[config.mk]
export PLATFORM = sky130hd
export DESIGN_NAME = stru_join
export DESIGN_NICKNAME = d
export VERILOG_FILES = /design/src/hw/rtl/segment_tree_range_reduce_unit_assert.svh /design/src/hw/rtl/stru_pkg.sv /design/src/hw/rtl/stru_join.sv
export SDC_FILE = /design/constraint.sdc
export NUM_CORES = 1
export LEC_CHECK = 0
export BUFFER_PORTS_ARGS = -buffer_cell sky130_fd_sc_hd__buf_4
export CORE_AREA = 5 5 225 227
export DETAILED_ROUTE_END_ITERATION = 12
export DIE_AREA = 0 0 230 232
export GPL_TIMING_DRIVEN = 0
export PLACE_DENSITY = 0.63
export SYNTH_ARGS = -nofsm -noshare
export SYNTH_HDL_FRONTEND = slang
export SYNTH_SLANG_ARGS = --single-unit
[constraint.sdc]
create_clock -name vclk -period 8.1
set_input_delay 0.81 -clock vclk [all_inputs]
set_output_delay 0.81 -clock vclk [all_outputs]
set_load 0.05 [all_outputs]
[src/hw/rtl/segment_tree_range_reduce_unit_assert.svh]
// ----------------------------------------------------------------------------
// Assertion macros for the segment tree range reduce unit
// Short forms for same-cycle and next-cycle implications, disabled while reset is asserted.
// ----------------------------------------------------------------------------
`ifndef SEGMENT_TREE_RANGE_REDUCE_UNIT_ASSERT_SVH
`define SEGMENT_TREE_RANGE_REDUCE_UNIT_ASSERT_SVH

`define STRU_ASSERT_NOW(label, clk, rst_n, ante, cons, msg) \
    label: assert property (@(posedge clk) disable iff (!rst_n) (ante) |-> (cons)) \
        else $error(msg);

`define STRU_ASSERT_NEXT(label, clk, rst_n, ante, cons, msg) \
    label: assert property (@(posedge clk) disable iff (!rst_n) (ante) |=> (cons)) \
        else $error(msg);

`endif

[src/hw/rtl/stru_pkg.sv]
// ----------------------------------------------------------------------------
// stru_pkg
// Shared types, codes and constants of the segment tree range reduce unit.
// ----------------------------------------------------------------------------
package stru_pkg;

    localparam int LEAVES_DEFAULT = 1024;
    localparam int DATA_W         = 32;

    typedef enum logic [1:0] {
        MODE_SUM,
        MODE_PROD,
        MODE_MAX,
        MODE_MIN
    } t_mode;

    typedef enum logic [1:0] {
        KIND_SET,
        KIND_QUERY,
        KIND_READ
    } t_kind;

    function automatic logic [DATA_W-1:0] identity(input t_mode mode);
        logic [DATA_W-1:0] id;
        unique case (mode)
            MODE_SUM:  id = 32'h0000_0000;
            MODE_PROD: id = 32'h0000_0001;
            MODE_MAX:  id = 32'h8000_0000;
            MODE_MIN:  id = 32'h7FFF_FFFF;
            default:   id = 32'h0000_0000;
        endcase
        return id;
    endfunction

endpackage

[src/hw/rtl/stru_join.sv]
// ----------------------------------------------------------------------------
// stru_join
// Combine operator of the tree: wrapping sum or product, signed max or min.
// ----------------------------------------------------------------------------
module stru_join (
    input  stru_pkg::t_mode                i_mode,
    input  logic [stru_pkg::DATA_W-1:0]    i_a,
    input  logic [stru_pkg::DATA_W-1:0]    i_b,
    output logic [stru_pkg::DATA_W-1:0]    o_y
);

    logic [2*stru_pkg::DATA_W-1:0] prod;

    assign prod = i_a * i_b;

    always_comb begin
        unique case (i_mode)
            stru_pkg::MODE_SUM:  o_y = i_a + i_b;
            stru_pkg::MODE_PROD: o_y = prod[stru_pkg::DATA_W-1:0];
            stru_pkg::MODE_MAX:  o_y = ($signed(i_a) >= $signed(i_b)) ? i_a : i_b;
            stru_pkg::MODE_MIN:  o_y = ($signed(i_a) <= $signed(i_b)) ? i_a : i_b;
            default:             o_y = i_a + i_b;
        endcase
    end

endmodule

======== Word-level counts from Yosys, hierarchy flattened ========
Cells that the tools add are included.
storage, ports and cells
  output and inout port bits .............. 32
  flip-flop bits (word level) ............. 0
  memory bits (writable) .................. 0
  latch bits .............................. 0
  word-level logic and storage cells ...... 11
  input bits .............................. 66
  memories ................................ 0
  memory bits (read-only) ................. 0
operators by class
  multiply operators ...................... 1
  add/sub/neg operators ................... 1
  div/mod/pow operators ................... 0
  reduce and logical (&&, ||, !) cells .... 1
  bitwise gates (word level) .............. 0
  muxes and demuxes ....................... 3
  shift operators ......................... 0
  equal/unequal tests ..................... 3
  $lt $le $gt $ge ......................... 2
operators by type and width
  kind                                                                   count
  32-bit case mux with 4 select lines                                    1
  32-bit 2-to-1 mux                                                      2
  32-bit adder                                                           1
  32-bit >= comparator                                                   1
  32-bit <= comparator                                                   1
  32-bit by 32-bit multiplier with 32-bit output                         1
  2-bit equality test, second input constant                             2
  2-bit by 1-bit equality test with 1-bit output, second input constant  1
  2-bit logical NOT                                                      1

======== Logic depth before layout (Yosys ltp) ========
  depth in word-level cells ............... 3
  gate-level depth with buffers ........... 28
  gate-level depth less buffers ........... 26

======== Least setup slack after synthesis ========
No wires, ideal clock.
  path type ............................... input to output
  start ................................... input port i_a[12] (netlist name)
  end ..................................... output port o_y[30] (netlist name)
  arrival ................................. 8.206 ns
  path buffers ............................ 2
  slack ................................... -0.916 ns
  data required time ...................... 7.290 ns
  cell stages on the path ................. 26
  path through ............................ clkbuf_1 > clkbuf_1 > and2_1 > fa_1 > fa_1 > fa_1 > inv_1 > fa_1 > inv_1 > fa_1 > inv_1 > fa_1 > inv_1 > fa_1 > fa_1 > ha_1 > nand4_1 > nor2_1 > and3_1 > a2111oi_0 > o21ai_0 > nand2_1 > a21oi_1 > xor2_1 > a211oi_1 > a211oi_1
between the ends
  cells in the longest elaborated chain, start to end .. 3
  elaborated cells between the ends (all ways) .. 7
  classes of those cells .................. add/sub (1); mul (1); order compare (2); mux (3)
ends and longest elaborated chain
  what                                                                                                    RTL line         RTL
  start, declared                                                                                         stru_join.sv:7   input logic [stru_pkg::DATA_W-1:0] i_a,
  parallel branches: the longest is 2 deep, another holds 32-bit by 32-bit multiplier with 32-bit output  -
  32-bit case mux with 4 select lines (*)                                                                 stru_join.sv:17  unique case (i_mode)
  end, declared                                                                                           stru_join.sv:9   output logic [stru_pkg::DATA_W-1:0] o_y
Every way passes the cells marked *.

======== Worst setup path in the final report ========
  start ................................... input port i_b[3] (netlist name)
  end ..................................... output port o_y[30] (netlist name)
between the ends
  cells in the longest elaborated chain, start to end .. 3
  elaborated cells between the ends (all ways) .. 7
  classes of those cells .................. add/sub (1); mul (1); order compare (2); mux (3)
ends and longest elaborated chain
  what                                                                                                    RTL line         RTL
  start, declared                                                                                         stru_join.sv:8   input logic [stru_pkg::DATA_W-1:0] i_b,
  parallel branches: the longest is 2 deep, another holds 32-bit by 32-bit multiplier with 32-bit output  -
  32-bit case mux with 4 select lines (*)                                                                 stru_join.sv:17
Marks and branches as above.

==> metrics.yaml <==
setup-violations-final: 20
initial_core_util_pct: 39.3
die_w_um: 230
dpl-instance-area_mm2: 0.0208
cp.required_ns: 7.29
drt-initial-drc-count: 1737
fill_cells: 4634
design.seq.count: 0
timing_hold_violations_final: 0
final_cells: 3036
dp_hpwl_um: 64800
grt_pass1_vias: 18200
grt_pass1_wl_um: 119000
drive_gt1_share_pct: 18.1
gp_congestion: 1.01
top_usage_layer: "met2"
violations: "setup timing"
nets: 3075
ios: 98
path_class: "in -> out"
ctsHoldBuffers: 0
synth.avg_cell_area_um2: 8.49
via_per_inst: 5.58
drc: 0
setup_ws_ns: -0.848
grtUsageMet1_pct: 40.2
coreArea_mm2: 0.0484
synth_cell_types: 67
worst_setup_path_start_kind: "input port"
max_freq_mhz: 112
slew_viol_final: 0
worst_slew_pin_slew_ns: 1.26
finalInstanceArea_mm2: 0.0233
use_met2_pct: 47.2
synthCells: 2246
wl_per_cell_um: 26.5
slew_headroom_pct: 16.0
finalCritPeriodShare_pct: 110
end_kind: "primary output"
drtAntennaViolNets: 0
finish.utilization_pct: 48.1
die_h_um: 232
yosysWarningCount: 0
grt_max_degree: 15
antenna_found_initial: 5
seqCellArea_um2: 0
outcome: "finished with violations"
grt.total_usage_pct: 29.8
wirelength_um: 80500
grt-ovfl-total: 0
syn_area_mm2: 0.0191
worstHoldStart: "i_b[27]"
worstPathArrival_ns: 8.14
critical_path.max_fanout: 5
hp-class: "in -> out"
dieArea_mm2: 0.0534
row_count: 81
hold_path_end: "o_y[27]"
port_buffers: 97
yosysSeqAreaShare_pct: 0
grt_use_met3_pct: 5.03
dr_total_vias: 16900
drt-pass1-iter-count: 7
synth_fp_nets: 2907
rsz0062_at_grt: "yes"
clockBufferCount: 0
fin_crit_ns: 8.95
area_growth_pct: 22.3
place_inst: 2965
drv_cap: 0
hold_depth: 4
## repair_timing
| action | CTS | global route |
|---|---|---|
| setup buffers | 46 | 30 |
| setup endpoints to repair | 21 | 20 |
| gates cloned | 3 | 0 |
| pin swaps | 84 | 109 |
| gates resized for setup | 338 | 123 |
## layer usage
metal,routed length (um),up-vias
li1,-,7180
met1,32800,8609
met2,35200,907
met3,7170,239
met4,5230,4
met5,14,-
## synthesized netlist by cell type, drive strengths merged, types with 4 or more instances
library cell | count | share of area [%]
inv | 444 | 8.7
fa | 409 | 43
and2 | 260 | 8.5
nand2 | 251 | 4.9
ha | 186 | 12
clkbuf | 110 | 2.2
nor2 | 95 | 1.9
a21oi | 93 | 2.4
xnor2 | 85 | 3.9
o21ai | 41 | 1.1
xor2 | 29 | 1.3
nor3 | 19 | 0.50
mux2i | 16 | 0.84
a211oi | 15 | 0.59
nand2b | 15 | 0.49
nand3 | 13 | 0.34
a221oi | 10 | 0.46
buf | 10 | 0.37
mux2 | 9 | 0.59
nor2b | 9 | 0.30
o21a | 9 | 0.35
o21bai | 9 | 0.35
o211ai | 8 | 0.32
a21o | 7 | 0.28
a31oi | 7 | 0.23
nand4 | 7 | 0.23
nor4 | 6 | 0.20
or3 | 6 | 0.20
o31ai | 5 | 0.20
or4 | 5 | 0.22
a211o | 4 | 0.18
a22oi | 4 | 0.16
o22ai | 4 | 0.13
## cells in the final DEF (no fill, tap or decap), types with 13 or more instances in the layout
cell and count:
clkbuf_16 19, fa_1 385, buf_4 134, clkbuf_1 32
mux2i_1 15, nand2b_1 13, ha_4 14, ha_1 171
nor3_1 17, and2_4 14, buf_6 46, a21oi_2 22
buf_8 13, a21oi_1 63, fa_2 24, clkbuf_8 20
xnor2_1 72, inv_1 432, o21ai_0 29, xor2_1 22
nor2_1 92, and2_1 246, nand2_1 247
## through the flow
| stage | setup slack (ns) | setup TNS (ns) | hold WS, ns |
|---|---|---|---|
| final | -0.848 | -10.08 | 2.09 |
| after global routing | -0.945 | -12.40 | 2.12 |
| after CTS | -0.844 | -8.61 | 2.09 |
| after detailed placement | -2.68 | -39.88 | 2.12 |
| after global placement | -2.69 | -39.26 | 2.12 |
| after floorplan | -0.177 | -0.177 | 1.83 |
## critical path, cell delays in order
cell and delay, ns:
buf_12 0.11, clkbuf_16 0.16, clkbuf_16 0.17, and2_4 0.16, fa_1 0.53, inv_2 0.05, fa_2 0.55, fa_1 0.49
fa_1 0.55, inv_1 0.05, fa_1 0.50, fa_2 0.44, fa_1 0.52, fa_2 0.47, ha_4 0.33, nand4_1 0.19
nor2_4 0.20, and3_4 0.24, a2111oi_4 0.09, o21ai_4 0.29, nand2_1 0.11, a21oi_2 0.20, xor2_2 0.29, a211oi_2 0.14
a211oi_4 0.30, buf_6 0.20
## worst max-delay path by stage
stage,from,cells past startpoint,end
finish,i_b[3],26,o_y[30]
global route,i_b[3],32,o_y[29]
CTS,i_b[4],27,o_y[31]
detailed placement,i_b[4],25,o_y[30]
global placement,i_b[4],25,o_y[30]
floorplan,i_b[2],24,o_y[30]
## cell type report
cell class / count / area (um2) / share of cell area (%)
multi-input cells: 1681 / 18000 / 77.3
diodes: 2 / 5.00 / 0.0215
inverters: 445 / 1680 / 7.19
well taps: 622 / 778 / 3.34
plain buffers: 112 / 1210 / 5.20
repair buffers: 174 / 1610 / 6.90
## cell families after synthesis
kind of cell | share of synthesized area [%]
and+or+nand+nor | 18.2
xor gates and xnor gates | 5.28
AOI/OAI and AO/OA | 8.28
muxes | 1.79
adders and majority gates | 55.2
buffers and inverters | 11.3
Power is left out: the tool's default activity adds up to more than one toggle a clock period on the data nets, which glitch-free logic cannot reach.
